### config.mk
export PLATFORM = sky130hd
export DESIGN_NAME = gforce_window_peak_alarm_flat
export DESIGN_NICKNAME = d
export VERILOG_FILES = /design/src/hdl/gfwpa_pkg.sv /design/src/hdl/gfwpa_in_if.sv /design/src/hdl/gfwpa_out_if.sv /design/src/hdl/gfwpa_cfg_if.sv /design/src/hdl/gforce_window_peak_alarm.sv /design/src/hdl/gfwpa_ram.sv /design/src/flat_wrapper.sv
export SDC_FILE = /design/constraint.sdc
export NUM_CORES = 2
export LEC_CHECK = 0
export BUFFER_PORTS_ARGS = -buffer_cell sky130_fd_sc_hd__buf_4
export CAP_MARGIN = 20
export CORE_ASPECT_RATIO = 1.1
export CORE_MARGIN = 2
export CORE_UTILIZATION = 60
export CTS_BUF_LIST = sky130_fd_sc_hd__clkbuf_4 sky130_fd_sc_hd__clkbuf_8 sky130_fd_sc_hd__clkbuf_16
export DETAILED_ROUTE_END_ITERATION = 16
export HOLD_SLACK_MARGIN = 0.15
export PLACE_DENSITY = 0.79
export REMOVE_ABC_BUFFERS = 1
export SETUP_SLACK_MARGIN = 0.05
export SLEW_MARGIN = 10
export SYNTH_ARGS = -nofsm -noshare
export SYNTH_HDL_FRONTEND = slang
export SYNTH_SLANG_ARGS = --single-unit
export TNS_END_PERCENT = 20
### constraint.sdc
create_clock -name clk -period 11.41 [get_ports clk]
set_input_delay 1.7115 -clock clk [delete_from_list [all_inputs] [get_ports clk]]
set_output_delay 1.7115 -clock clk [all_outputs]
set_load 0.02 [all_outputs]
### src/hdl/gfwpa_pkg.sv
// package: shared constants and codes for the g-force window peak alarm
`default_nettype none
package gfwpa_pkg;

  // window of stored magnitudes
  localparam int WINDOW_DEPTH = 16;
  localparam int RING_AW      = $clog2(WINDOW_DEPTH);

  // field widths
  localparam int OP_W      = 2;
  localparam int ACCEL_W   = 16;
  localparam int ANGLE_W   = 16;
  localparam int MAG_W     = 16;
  localparam int TOTAL_W   = 20;
  localparam int LEVEL_W   = 2;
  localparam int CNT_W     = 16;
  localparam int THR_W     = 16;
  localparam int CFG_IDX_W = 4;
  localparam int CFG_DAT_W = 16;

  // exact window sum and the width used to saturate it
  localparam int SUM_W  = MAG_W + RING_AW;
  localparam int WIDE_W = (SUM_W > TOTAL_W) ? SUM_W : TOTAL_W;
  localparam logic [TOTAL_W-1:0] TOTAL_MAX = {TOTAL_W{1'b1}};
  localparam logic [CNT_W-1:0]   CNT_MAX   = {CNT_W{1'b1}};

  // shared multiplier and square root datapath
  localparam int MUL_B_W    = TOTAL_W;
  localparam int PROD_W     = THR_W + MUL_B_W;
  localparam int RAD_W      = 2 * MAG_W;
  localparam int REM_W      = MAG_W + 2;
  localparam int SQRT_STEPS = MAG_W;
  localparam int STEP_W     = $clog2(SQRT_STEPS);

  // opcodes
  localparam logic [OP_W-1:0] OP_SAMPLE    = 2'd0;
  localparam logic [OP_W-1:0] OP_CALIBRATE = 2'd1;
  localparam logic [OP_W-1:0] OP_UPDATE    = 2'd2;

  // configuration register indexes
  localparam logic [CFG_IDX_W-1:0] CFG_FORCE_WARN  = 4'd0;
  localparam logic [CFG_IDX_W-1:0] CFG_FORCE_ALARM = 4'd1;
  localparam logic [CFG_IDX_W-1:0] CFG_ANGLE_WARN  = 4'd2;
  localparam logic [CFG_IDX_W-1:0] CFG_ANGLE_ALARM = 4'd3;

  // configuration reset values
  localparam logic [THR_W-1:0] FORCE_WARN_RST  = 16'd384;
  localparam logic [THR_W-1:0] FORCE_ALARM_RST = 16'd512;
  localparam logic [THR_W-1:0] ANGLE_WARN_RST  = 16'd7680;
  localparam logic [THR_W-1:0] ANGLE_ALARM_RST = 16'd15360;

  // grading levels
  localparam logic [LEVEL_W-1:0] LVL_NONE  = 2'd0;
  localparam logic [LEVEL_W-1:0] LVL_WARN  = 2'd1;
  localparam logic [LEVEL_W-1:0] LVL_ALARM = 2'd2;

endpackage
`default_nettype wire

### src/hdl/gfwpa_in_if.sv
// interface: input item channel
`default_nettype none
interface gfwpa_in_if;
  import gfwpa_pkg::*;

  logic                      valid;
  logic                      ready;
  logic [OP_W-1:0]           opcode;
  logic signed [ACCEL_W-1:0] accel_x;
  logic signed [ACCEL_W-1:0] accel_y;
  logic signed [ACCEL_W-1:0] accel_z;
  logic [ANGLE_W-1:0]        tilt_angle;

  modport source (output valid, opcode, accel_x, accel_y, accel_z, tilt_angle,
                  input ready);
  modport sink   (input valid, opcode, accel_x, accel_y, accel_z, tilt_angle,
                  output ready);
endinterface
`default_nettype wire

### src/hdl/gfwpa_out_if.sv
// interface: result item channel
`default_nettype none
interface gfwpa_out_if;
  import gfwpa_pkg::*;

  logic               valid;
  logic               ready;
  logic [MAG_W-1:0]   magnitude;
  logic [TOTAL_W-1:0] window_total;
  logic [TOTAL_W-1:0] peak_total;
  logic               buzzer_on;
  logic [LEVEL_W-1:0] force_level;
  logic [LEVEL_W-1:0] angle_level;
  logic [CNT_W-1:0]   sample_total;

  modport source (output valid, magnitude, window_total, peak_total, buzzer_on,
                  force_level, angle_level, sample_total, input ready);
  modport sink   (input valid, magnitude, window_total, peak_total, buzzer_on,
                  force_level, angle_level, sample_total, output ready);
endinterface
`default_nettype wire

### src/hdl/gfwpa_cfg_if.sv
// interface: configuration write channel
`default_nettype none
interface gfwpa_cfg_if;
  import gfwpa_pkg::*;

  logic                 valid;
  logic                 ready;
  logic [CFG_IDX_W-1:0] reg_index;
  logic [CFG_DAT_W-1:0] wdata;

  modport source (output valid, reg_index, wdata, input ready);
  modport sink   (input valid, reg_index, wdata, output ready);
endinterface
`default_nettype wire

### src/hdl/gforce_window_peak_alarm.sv
// top level: windowed acceleration magnitude peak and tilt alarm
// sample item: 3 squaring passes on the shared multiplier, 16 square-root
//   iterations, ring update, peak update, then output load
// update item: two ratio products, then output load; calibrate and unused opcode:
//   output load only; in_ready stays low until the result loads, so no new item
//   is taken while one is in flight or a waiting result holds the output register
// sync active-low reset: default thresholds, state cleared, ready right after reset
`default_nettype none
module gforce_window_peak_alarm (
  input wire logic     clk,
  input wire logic     rst_n,
  gfwpa_in_if.sink     in_ch,
  gfwpa_out_if.source  out_ch,
  gfwpa_cfg_if.sink    cfg_ch
);
  import gfwpa_pkg::*;

  // sequencer codes
  localparam logic [3:0] S_IDLE = 4'd0;
  localparam logic [3:0] S_SQX  = 4'd1;
  localparam logic [3:0] S_SQY  = 4'd2;
  localparam logic [3:0] S_SQZ  = 4'd3;
  localparam logic [3:0] S_ROOT = 4'd4;
  localparam logic [3:0] S_RING = 4'd5;
  localparam logic [3:0] S_PEAK = 4'd6;
  localparam logic [3:0] S_FW   = 4'd7;
  localparam logic [3:0] S_FA   = 4'd8;
  localparam logic [3:0] S_DONE = 4'd9;

  logic [3:0]              state_r;
  logic [THR_W-1:0]        force_warn_r, force_alarm_r, angle_warn_r, angle_alarm_r;
  logic [RING_AW-1:0]      pos_r;
  logic [WINDOW_DEPTH-1:0] ring_vld_r;
  logic [SUM_W-1:0]        total_r;
  logic [TOTAL_W-1:0]      peak_r, base_r;
  logic                    buzz_r;
  logic [CNT_W-1:0]        count_r;
  logic                    out_valid_r;

  // datapath registers
  logic [ACCEL_W-1:0]  ax_r, ay_r, az_r;
  logic [ANGLE_W-1:0]  tilt_r;
  logic [RAD_W-1:0]    acc_r, rad_r;
  logic [REM_W-1:0]    rem_r;
  logic [MAG_W-1:0]    root_r;
  logic [STEP_W-1:0]   step_r;
  logic                fw_r;
  logic [MAG_W-1:0]    res_mag_r;
  logic [TOTAL_W-1:0]  res_peak_r;
  logic [LEVEL_W-1:0]  res_flev_r, res_alev_r;

  // output payload registers
  logic [MAG_W-1:0]    out_mag_r;
  logic [TOTAL_W-1:0]  out_total_r, out_peak_r;
  logic                out_buzz_r;
  logic [LEVEL_W-1:0]  out_flev_r, out_alev_r;
  logic [CNT_W-1:0]    out_cnt_r;

  logic                in_fire, cfg_fire, out_load;
  logic [THR_W-1:0]    mul_a;
  logic [MUL_B_W-1:0]  mul_b;
  logic [PROD_W-1:0]   prod;
  logic                ratio_ge;
  logic [WIDE_W-1:0]   total_wide;
  logic [TOTAL_W-1:0]  total_sat;
  logic [TOTAL_W-1:0]  total_sat_nxt;
  logic [SUM_W-1:0]    total_nxt;
  logic [MAG_W-1:0]    ram_rdata, old_mag;
  logic [REM_W:0]      rem_shift, trial;
  logic                trial_ok;
  logic [RAD_W-1:0]    sq_sum;
  logic [ACCEL_W-1:0]  abs_x, abs_y, abs_z;

  // handshakes
  assign in_ch.ready  = (state_r == S_IDLE);
  assign cfg_ch.ready = 1'b1;
  assign in_fire      = in_ch.valid && in_ch.ready;
  assign cfg_fire     = cfg_ch.valid && cfg_ch.ready;
  assign out_load     = (state_r == S_DONE) && (!out_valid_r || out_ch.ready);

  // absolute values of the axes
  assign abs_x = in_ch.accel_x[ACCEL_W-1] ? (ACCEL_W'(0) - in_ch.accel_x) : in_ch.accel_x;
  assign abs_y = in_ch.accel_y[ACCEL_W-1] ? (ACCEL_W'(0) - in_ch.accel_y) : in_ch.accel_y;
  assign abs_z = in_ch.accel_z[ACCEL_W-1] ? (ACCEL_W'(0) - in_ch.accel_z) : in_ch.accel_z;

  // shared multiplier operand select
  always_comb begin
    case (state_r)
      S_SQX: begin
        mul_a = ax_r;
        mul_b = MUL_B_W'(ax_r);
      end
      S_SQY: begin
        mul_a = ay_r;
        mul_b = MUL_B_W'(ay_r);
      end
      S_SQZ: begin
        mul_a = az_r;
        mul_b = MUL_B_W'(az_r);
      end
      S_FW: begin
        mul_a = force_warn_r;
        mul_b = base_r;
      end
      S_FA: begin
        mul_a = force_alarm_r;
        mul_b = base_r;
      end
      default: begin
        mul_a = '0;
        mul_b = '0;
      end
    endcase
  end

  assign prod     = PROD_W'(mul_a) * PROD_W'(mul_b);
  assign sq_sum   = acc_r + prod[RAD_W-1:0];
  assign ratio_ge = PROD_W'({peak_r, 8'd0}) >= prod;

  // square root step: one result bit per cycle
  assign rem_shift = {rem_r[REM_W-2:0], rad_r[RAD_W-1 -: 2]};
  assign trial     = (REM_W + 1)'({root_r, 2'b01});
  assign trial_ok  = rem_shift >= trial;

  // saturated view of the window sum
  assign total_wide = WIDE_W'(total_r);
  assign total_sat  = (total_wide > WIDE_W'(TOTAL_MAX)) ? TOTAL_MAX
                                                        : total_wide[TOTAL_W-1:0];

  // ring update: drop the oldest magnitude, add the new one
  assign old_mag       = ring_vld_r[pos_r] ? ram_rdata : '0;
  assign total_nxt     = total_r - SUM_W'(old_mag) + SUM_W'(root_r);
  assign total_sat_nxt = total_sat;

  gfwpa_ram #(
    .WIDTH (MAG_W),
    .DEPTH (WINDOW_DEPTH)
  ) u_ring (
    .clk   (clk),
    .we    (state_r == S_RING),
    .addr  (pos_r),
    .wdata (root_r),
    .rdata (ram_rdata)
  );

  // sequencer and architectural state
  always_ff @(posedge clk) begin
    if (!rst_n) begin
      state_r       <= S_IDLE;
      force_warn_r  <= FORCE_WARN_RST;
      force_alarm_r <= FORCE_ALARM_RST;
      angle_warn_r  <= ANGLE_WARN_RST;
      angle_alarm_r <= ANGLE_ALARM_RST;
      pos_r         <= '0;
      ring_vld_r    <= '0;
      total_r       <= '0;
      peak_r        <= '0;
      base_r        <= '0;
      buzz_r        <= 1'b0;
      count_r       <= '0;
      out_valid_r   <= 1'b0;
    end else begin
      // configuration writes
      if (cfg_fire) begin
        case (cfg_ch.reg_index)
          CFG_FORCE_WARN:  force_warn_r  <= cfg_ch.wdata;
          CFG_FORCE_ALARM: force_alarm_r <= cfg_ch.wdata;
          CFG_ANGLE_WARN:  angle_warn_r  <= cfg_ch.wdata;
          CFG_ANGLE_ALARM: angle_alarm_r <= cfg_ch.wdata;
          default: ;
        endcase
      end

      // output valid
      if (out_load) begin
        out_valid_r <= 1'b1;
      end else if (out_ch.ready) begin
        out_valid_r <= 1'b0;
      end

      case (state_r)
        S_IDLE: begin
          if (in_fire) begin
            case (in_ch.opcode)
              OP_SAMPLE: state_r <= S_SQX;
              OP_CALIBRATE: begin
                base_r  <= total_sat;
                state_r <= S_DONE;
              end
              OP_UPDATE: state_r <= S_FW;
              default: state_r <= S_DONE;
            endcase
          end
        end
        S_SQX:  state_r <= S_SQY;
        S_SQY:  state_r <= S_SQZ;
        S_SQZ:  state_r <= S_ROOT;
        S_ROOT: begin
          if (step_r == STEP_W'(SQRT_STEPS - 1)) begin
            state_r <= S_RING;
          end
        end
        S_RING: begin
          total_r           <= total_nxt;
          ring_vld_r[pos_r] <= 1'b1;
          pos_r   <= (pos_r == RING_AW'(WINDOW_DEPTH - 1)) ? '0 : pos_r + 1'b1;
          if (count_r != CNT_MAX) begin
            count_r <= count_r + 1'b1;
          end
          state_r <= S_PEAK;
        end
        S_PEAK: begin
          if (total_sat_nxt > peak_r) begin
            peak_r <= total_sat_nxt;
          end
          state_r <= S_DONE;
        end
        S_FW: state_r <= S_FA;
        S_FA: begin
          buzz_r  <= fw_r || (tilt_r >= angle_warn_r);
          peak_r  <= base_r;
          count_r <= '0;
          state_r <= S_DONE;
        end
        S_DONE: begin
          if (out_load) begin
            state_r <= S_IDLE;
          end
        end
        default: state_r <= S_IDLE;
      endcase
    end
  end

  // datapath registers, no reset
  always_ff @(posedge clk) begin
    case (state_r)
      S_IDLE: begin
        if (in_fire) begin
          ax_r       <= abs_x;
          ay_r       <= abs_y;
          az_r       <= abs_z;
          tilt_r     <= in_ch.tilt_angle;
          res_mag_r  <= '0;
          res_peak_r <= peak_r;
          res_flev_r <= LVL_NONE;
          res_alev_r <= LVL_NONE;
        end
      end
      S_SQX: acc_r <= prod[RAD_W-1:0];
      S_SQY: acc_r <= sq_sum;
      S_SQZ: begin
        rad_r  <= sq_sum;
        rem_r  <= '0;
        root_r <= '0;
        step_r <= '0;
      end
      S_ROOT: begin
        rad_r  <= {rad_r[RAD_W-3:0], 2'b00};
        step_r <= step_r + 1'b1;
        if (trial_ok) begin
          rem_r  <= REM_W'(rem_shift - trial);
          root_r <= {root_r[MAG_W-2:0], 1'b1};
        end else begin
          rem_r  <= REM_W'(rem_shift);
          root_r <= {root_r[MAG_W-2:0], 1'b0};
        end
      end
      S_RING: res_mag_r <= root_r;
      S_PEAK: res_peak_r <= (total_sat_nxt > peak_r) ? total_sat_nxt : peak_r;
      S_FW:   fw_r <= ratio_ge;
      S_FA: begin
        res_flev_r <= ratio_ge ? LVL_ALARM : (fw_r ? LVL_WARN : LVL_NONE);
        res_alev_r <= (tilt_r >= angle_alarm_r) ? LVL_ALARM
                    : ((tilt_r >= angle_warn_r) ? LVL_WARN : LVL_NONE);
      end
      default: ;
    endcase

    // result register
    if (out_load) begin
      out_mag_r   <= res_mag_r;
      out_total_r <= total_sat;
      out_peak_r  <= res_peak_r;
      out_buzz_r  <= buzz_r;
      out_flev_r  <= res_flev_r;
      out_alev_r  <= res_alev_r;
      out_cnt_r   <= count_r;
    end
  end

  // result channel
  assign out_ch.valid        = out_valid_r;
  assign out_ch.magnitude    = out_mag_r;
  assign out_ch.window_total = out_total_r;
  assign out_ch.peak_total   = out_peak_r;
  assign out_ch.buzzer_on    = out_buzz_r;
  assign out_ch.force_level  = out_flev_r;
  assign out_ch.angle_level  = out_alev_r;
  assign out_ch.sample_total = out_cnt_r;

endmodule
`default_nettype wire

### src/hdl/gfwpa_ram.sv
// generic single-port ram with registered read
`default_nettype none
module gfwpa_ram #(
  parameter int WIDTH = 16,
  parameter int DEPTH = 16
) (
  input  wire logic                     clk,
  input  wire logic                     we,
  input  wire logic [$clog2(DEPTH)-1:0] addr,
  input  wire logic [WIDTH-1:0]         wdata,
  output      logic [WIDTH-1:0]         rdata
);

  logic [WIDTH-1:0] mem [DEPTH];

  // write port and registered read
  always_ff @(posedge clk) begin
    if (we) begin
      mem[addr] <= wdata;
    end
    rdata <= mem[addr];
  end

endmodule
`default_nettype wire

### src/flat_wrapper.sv
// flat-port wrapper written by rule: the top's interface ports become plain ports
module gforce_window_peak_alarm_flat import gfwpa_pkg::*;
  (clk, rst_n, in_ch_valid, in_ch_opcode, in_ch_accel_x, in_ch_accel_y, in_ch_accel_z, in_ch_tilt_angle, in_ch_ready, out_ch_valid, out_ch_magnitude, out_ch_window_total, out_ch_peak_total, out_ch_buzzer_on, out_ch_force_level, out_ch_angle_level, out_ch_sample_total, out_ch_ready, cfg_ch_valid, cfg_ch_reg_index, cfg_ch_wdata, cfg_ch_ready);
  gfwpa_in_if in_ch_i ();
  gfwpa_out_if out_ch_i ();
  gfwpa_cfg_if cfg_ch_i ();
  input wire logic clk;
  input wire logic rst_n;
  input wire logic [$bits(in_ch_i.valid)-1:0] in_ch_valid;
  input wire logic [$bits(in_ch_i.opcode)-1:0] in_ch_opcode;
  input wire logic [$bits(in_ch_i.accel_x)-1:0] in_ch_accel_x;
  input wire logic [$bits(in_ch_i.accel_y)-1:0] in_ch_accel_y;
  input wire logic [$bits(in_ch_i.accel_z)-1:0] in_ch_accel_z;
  input wire logic [$bits(in_ch_i.tilt_angle)-1:0] in_ch_tilt_angle;
  output wire logic [$bits(in_ch_i.ready)-1:0] in_ch_ready;
  output wire logic [$bits(out_ch_i.valid)-1:0] out_ch_valid;
  output wire logic [$bits(out_ch_i.magnitude)-1:0] out_ch_magnitude;
  output wire logic [$bits(out_ch_i.window_total)-1:0] out_ch_window_total;
  output wire logic [$bits(out_ch_i.peak_total)-1:0] out_ch_peak_total;
  output wire logic [$bits(out_ch_i.buzzer_on)-1:0] out_ch_buzzer_on;
  output wire logic [$bits(out_ch_i.force_level)-1:0] out_ch_force_level;
  output wire logic [$bits(out_ch_i.angle_level)-1:0] out_ch_angle_level;
  output wire logic [$bits(out_ch_i.sample_total)-1:0] out_ch_sample_total;
  input wire logic [$bits(out_ch_i.ready)-1:0] out_ch_ready;
  input wire logic [$bits(cfg_ch_i.valid)-1:0] cfg_ch_valid;
  input wire logic [$bits(cfg_ch_i.reg_index)-1:0] cfg_ch_reg_index;
  input wire logic [$bits(cfg_ch_i.wdata)-1:0] cfg_ch_wdata;
  output wire logic [$bits(cfg_ch_i.ready)-1:0] cfg_ch_ready;
  assign in_ch_i.valid = in_ch_valid;
  assign in_ch_i.opcode = in_ch_opcode;
  assign in_ch_i.accel_x = in_ch_accel_x;
  assign in_ch_i.accel_y = in_ch_accel_y;
  assign in_ch_i.accel_z = in_ch_accel_z;
  assign in_ch_i.tilt_angle = in_ch_tilt_angle;
  assign in_ch_ready = in_ch_i.ready;
  assign out_ch_valid = out_ch_i.valid;
  assign out_ch_magnitude = out_ch_i.magnitude;
  assign out_ch_window_total = out_ch_i.window_total;
  assign out_ch_peak_total = out_ch_i.peak_total;
  assign out_ch_buzzer_on = out_ch_i.buzzer_on;
  assign out_ch_force_level = out_ch_i.force_level;
  assign out_ch_angle_level = out_ch_i.angle_level;
  assign out_ch_sample_total = out_ch_i.sample_total;
  assign out_ch_i.ready = out_ch_ready;
  assign cfg_ch_i.valid = cfg_ch_valid;
  assign cfg_ch_i.reg_index = cfg_ch_reg_index;
  assign cfg_ch_i.wdata = cfg_ch_wdata;
  assign cfg_ch_ready = cfg_ch_i.ready;
  gforce_window_peak_alarm u_core (.clk(clk), .rst_n(rst_n), .in_ch(in_ch_i), .out_ch(out_ch_i), .cfg_ch(cfg_ch_i));
endmodule
==> results <==
- The run finished with clean final reports.
- Measured in cells, the most critical reg-to-reg path has a length of 30.
- In this run the cell area of the synthesized design comes to 43,870 µm².
- The weighted congestion reported at the end of routability-driven placement is 0.9835.
- The number of warnings reported in the yosys synthesis log is 0.
- The clock tree from TritonCTS is yes.
- The vertical die dimension is 287.6 µm.
- The critical path's largest stage delay is about 0.95 ns.
- Global routing consumed, over all layers together, 32.35% of the routing resources.
- The worst register-to-register path ends at u_core.rad_r[31]$_DFFE_PP_.
- After detailed routing, the total wire length is around 120,000 µm.
- The row count is 104.
- The maximum count of clock buffers along a single path is 3.
- The launch instance of the worst register-to-register path is u_core.state_r[2]$_SDFFE_PN0P_.
- The number of design-rule violations left by the first detailed-router iteration is 3,725.
- The number of synthesized register bits is 721.
- Adding up every negative setup slack in the final design gives 0 ns.
- The remaining antenna violation count after routing is 0.
- Setup violations remaining at the end of the flow were counted as 0.
- Counting flops with a built-in enable in the synthesized netlist gives ~540.
- For this run, design rule violations remaining after detail routing come to 0.
- The start point of the critical path is u_core.state_r[2]$_SDFFE_PN0P_.
- The number of failing hold endpoints at the final stage is 0.
- The category of the critical setup timing path is flip-flop to flip-flop.
- Setup repair after global routing left no endpoint under its margin.
- The finished layout holds 5,092 standard cells, fillers aside.
- For this design, the slowest cell found on the critical path is and4b_1.
- Data arrives at the worst endpoint at 11.34 ns.
- The number of search-and-repair iterations in the first detailed-routing pass is 6.
- The overall power after layout is 10.54 mW.
- In this run the worst path has a maximum fanout of 18.
- In this design, the critical path's most frequently occurring cell is fa_1.
- In this run, post-CTS hold repair placed 0 buffers.
- The count of instances resized after the clock tree is built is 0.
- The horizontal die dimension is 261.8 µm.
- STA classifies the critical path endpoint as a flip-flop.
- The tool flagged a number of max-cap violations equal to 0.
- The die covers between 70,000 and 80,000 µm².
- The share of the synthesized area in the top cell type is a little under two fifths.
- Summing over every cut layer, the via total after detailed routing is about 31,000.
- Input and output buffers added on the ports amount to between 150 and 200.
- In this run, distinct cell masters in the synthesized netlist total 87.
- The most instantiated flip-flop cell in the synthesis netlist is edfxtp_1.
- Final hold analysis gives a worst-case slack of 0.4133 ns.
- Counting instances in the post-synthesis netlist gives the leading cell types as edfxtp_1, nand2_1, inv_1, nor2_1, fa_1.
- The max-slew violation total from the final report was 0.
- Of the cells placed in the final design, the portion with a size suffix greater than 1 is between 10% and 20%.
- The pin count of the biggest net entering global routing is 78.
- In this run the number of H-tree levels came out at 3.
- Clock-pin slew was measured on the worst setup and hold paths at 0.07 ns.
- The setup check on the worst reg-to-reg path leaves a slack of 0.54 ns.
- The worst IR drop on VDD is 189.2 µV.
- The initial antenna violation count was 4.
- The setup skew after layout is ~0.069 ns.
- The post-DP HPWL is 86,720 µm.
- The area added between synthesis and finish is 11.46%.
- Once placement completed, the tool counted placed cells totaling 4,952.
- At the pin with the least slew margin, the transition time is 1.150 ns.
- After detailed routing, the number of vias per cell comes to 6.109.
- The headroom to the max-slew limit is about a quarter.
- For this design the static power due to leakage is roughly 20 nW.
- The tightest min-delay check is of the flip-flop to flip-flop type.
- After synthesis, the cell types taking the most area are edfxtp_1, fa_1, dfxtp_1, ha_1, mux4_2.
- Each instance of the synthesized netlist takes up on average 11.17 µm².
- In the synthesized netlist, the number of instances is between 3,000 and 4,000.
- Sequential elements use 45.20% of the synthesized area.
- The buffers inserted during post-CTS setup optimization is 0.
- The worst setup path is launched from a flip-flop.
- The area of the placeable core is a little over 70,000 µm².
- After synthesis, the share of flip-flops with an asynchronous set or reset is 0%.
- At the worst endpoint, the required time is roughly 12 ns.
- The cell type with the highest aggregate area in the netlist is edfxtp_1.
- The buffer type at the clock tree root is clkbuf_16.
- In this run the power density over the cells is 215.5 nW/µm².
- The later pin in the worst-skew pair is clocked with a latency of 0.66 ns.
- The clock period could shrink to between 10 and 15 ns.
- The number of sinks on the clock net is 721.
- The critical path ends at u_core.rad_r[31]$_DFFE_PP_.
- The effective utilization at floorplan is 60.31%.
- The first global-routing pass estimated roughly 180,000 µm of wire.
- The total clock buffers created by CTS is 72.
- The total number of nets in the final design is 4,688.
- The total congestion overflow after global routing is 0.
- Static timing analysis puts the maximum clock frequency at 0.09204 GHz.
- In the post-synthesis netlist, the cell with the most instances is edfxtp_1.
- The total I/O pin count is 171.
- The average routed wire per standard cell is 23.49 µm.
- Dividing the final minimum period by the clock period gives 95.23%.
- The via count of the first global-routing pass is just over 30,000.
==> cells in the final DEF (no fill, tap or decap), drive strengths merged, types with 69 or more instances in the layout <==
| master | instances |
|---|---|
| a21boi | 69 |
| ha | 255 |
| nand2 | 488 |
| o21ai | 165 |
| buf | 243 |
| mux4 | 85 |
| nor2 | 318 |
| clkbuf | 94 |
| fa | 267 |
| inv | 481 |
| xnor2 | 93 |
| dfxtp | 182 |
| edfxtp | 539 |
| a21oi | 114 |
==> how the worst min path moves through the flow <==
| stage | start | endpoint | cells after the start |
|---|---|---|---|
| after floorplan | u_core.res_alev_r[0]$_SDFFCE_PP0P_ | u_core.out_ch.angle_level[0]$_DFFE_PP_ | 0 |
| after detailed placement | u_core.res_peak_r[15]$_DFFE_PP_ | u_core.out_ch.peak_total[15]$_DFFE_PP_ | 0 |
| after global placement | u_core.res_mag_r[3]$_SDFFCE_PN0P_ | u_core.out_ch.magnitude[3]$_DFFE_PP_ | 0 |
| after global routing | u_core.res_mag_r[7]$_SDFFCE_PN0P_ | u_core.out_ch.magnitude[7]$_DFFE_PP_ | 0 |
| after CTS | u_core.res_peak_r[15]$_DFFE_PP_ | u_core.out_ch.peak_total[15]$_DFFE_PP_ | 0 |
| final | u_core.res_peak_r[15]$_DFFE_PP_ | u_core.out_ch.peak_total[15]$_DFFE_PP_ | 0 |
==> stage by stage <==
step	util (%)	worst slack, ns	instance area, µm²
2_1_floorplan	-	0.09288	43210
3_3_place_gp	63.63	0.7658	46290
3_5_place_dp	63.69	0.5555	46330
4_1_cts	67.16	0.4500	48850
5_1_grt	67.22	0.06351	48900
6_report	67.23	0.5447	48900
==> sequential cells by signal (all words and copies together), names as in the netlist, 17 cells and up <==
| register | flops |
|---|---|
| u_core.u_ring.mem | 256 |
| u_core.acc_r | 32 |
| u_core.rad_r | 32 |
| u_core.base_r | 20 |
| u_core.out_ch.peak_total | 20 |
| u_core.out_ch.window_total | 20 |
| u_core.peak_r | 20 |
| u_core.res_peak_r | 20 |
| u_core.total_r | 20 |
| u_core.rem_r | 17 |
==> logic make-up after synthesis <==
group | count (synthesis) | synth area share [%]
AO/OA/AOI/OAI | 646 | 9.974
adder cells (fa/ha/maj) | 524 | 19.50
AND/OR/NAND/NOR | 1103 | 11.17
flip-flops | 721 | 45.20
XOR/XNOR | 139 | 2.775
buffers and inverters | 649 | 5.596
multiplexers | 146 | 5.772
other | 1 | 0.008548
==> final cells by class <==
cell class,count,area [µm²]
Timing Repair Buffer,243,1829
Clock inverter,40,505.5
Inverter,478,1794
Fill cell,5204,23840
Sequential cell,721,19830
Tap cell,954,1194
Multi-Input combinational cell,2559,21710
Clock buffer,94,2022
Antenna cell,3,7.507
==> where the power goes <==
group / internal, mW / switching (mW)
sequential: 3.31 / 0.161
combinational: 1.65 / 2.93
clock: 1.40 / 1.08
total: 6.36 / 4.18
==> layer usage <==
layer | wire [µm] | vias up | GRT usage (%)
li1 | - | 13790 | -
met1 | 47600 | 15370 | 45.50
met2 | 55200 | 1625 | 49.78
met3 | 11640 | 324 | 6.445
met4 | 5111 | 4 | 12.61
met5 | 59 | - | 0
==> critical path, delay by kind of cell, from the launching register on <==
| family | cells | cell delay [ns] |
|---|---|---|
| adders and majority gates | 8 | 4.00 |
| AOI/OAI and AO/OA | 9 | 2.66 |
| and+or+nand+nor | 7 | 2.19 |
| DFF | 1 | 0.70 |
| buffers and inverters | 4 | 0.50 |
| muxes | 1 | 0.40 |
| xor gates and xnor gates | 1 | 0.23 |
Power figures use the tool's default switching activity.
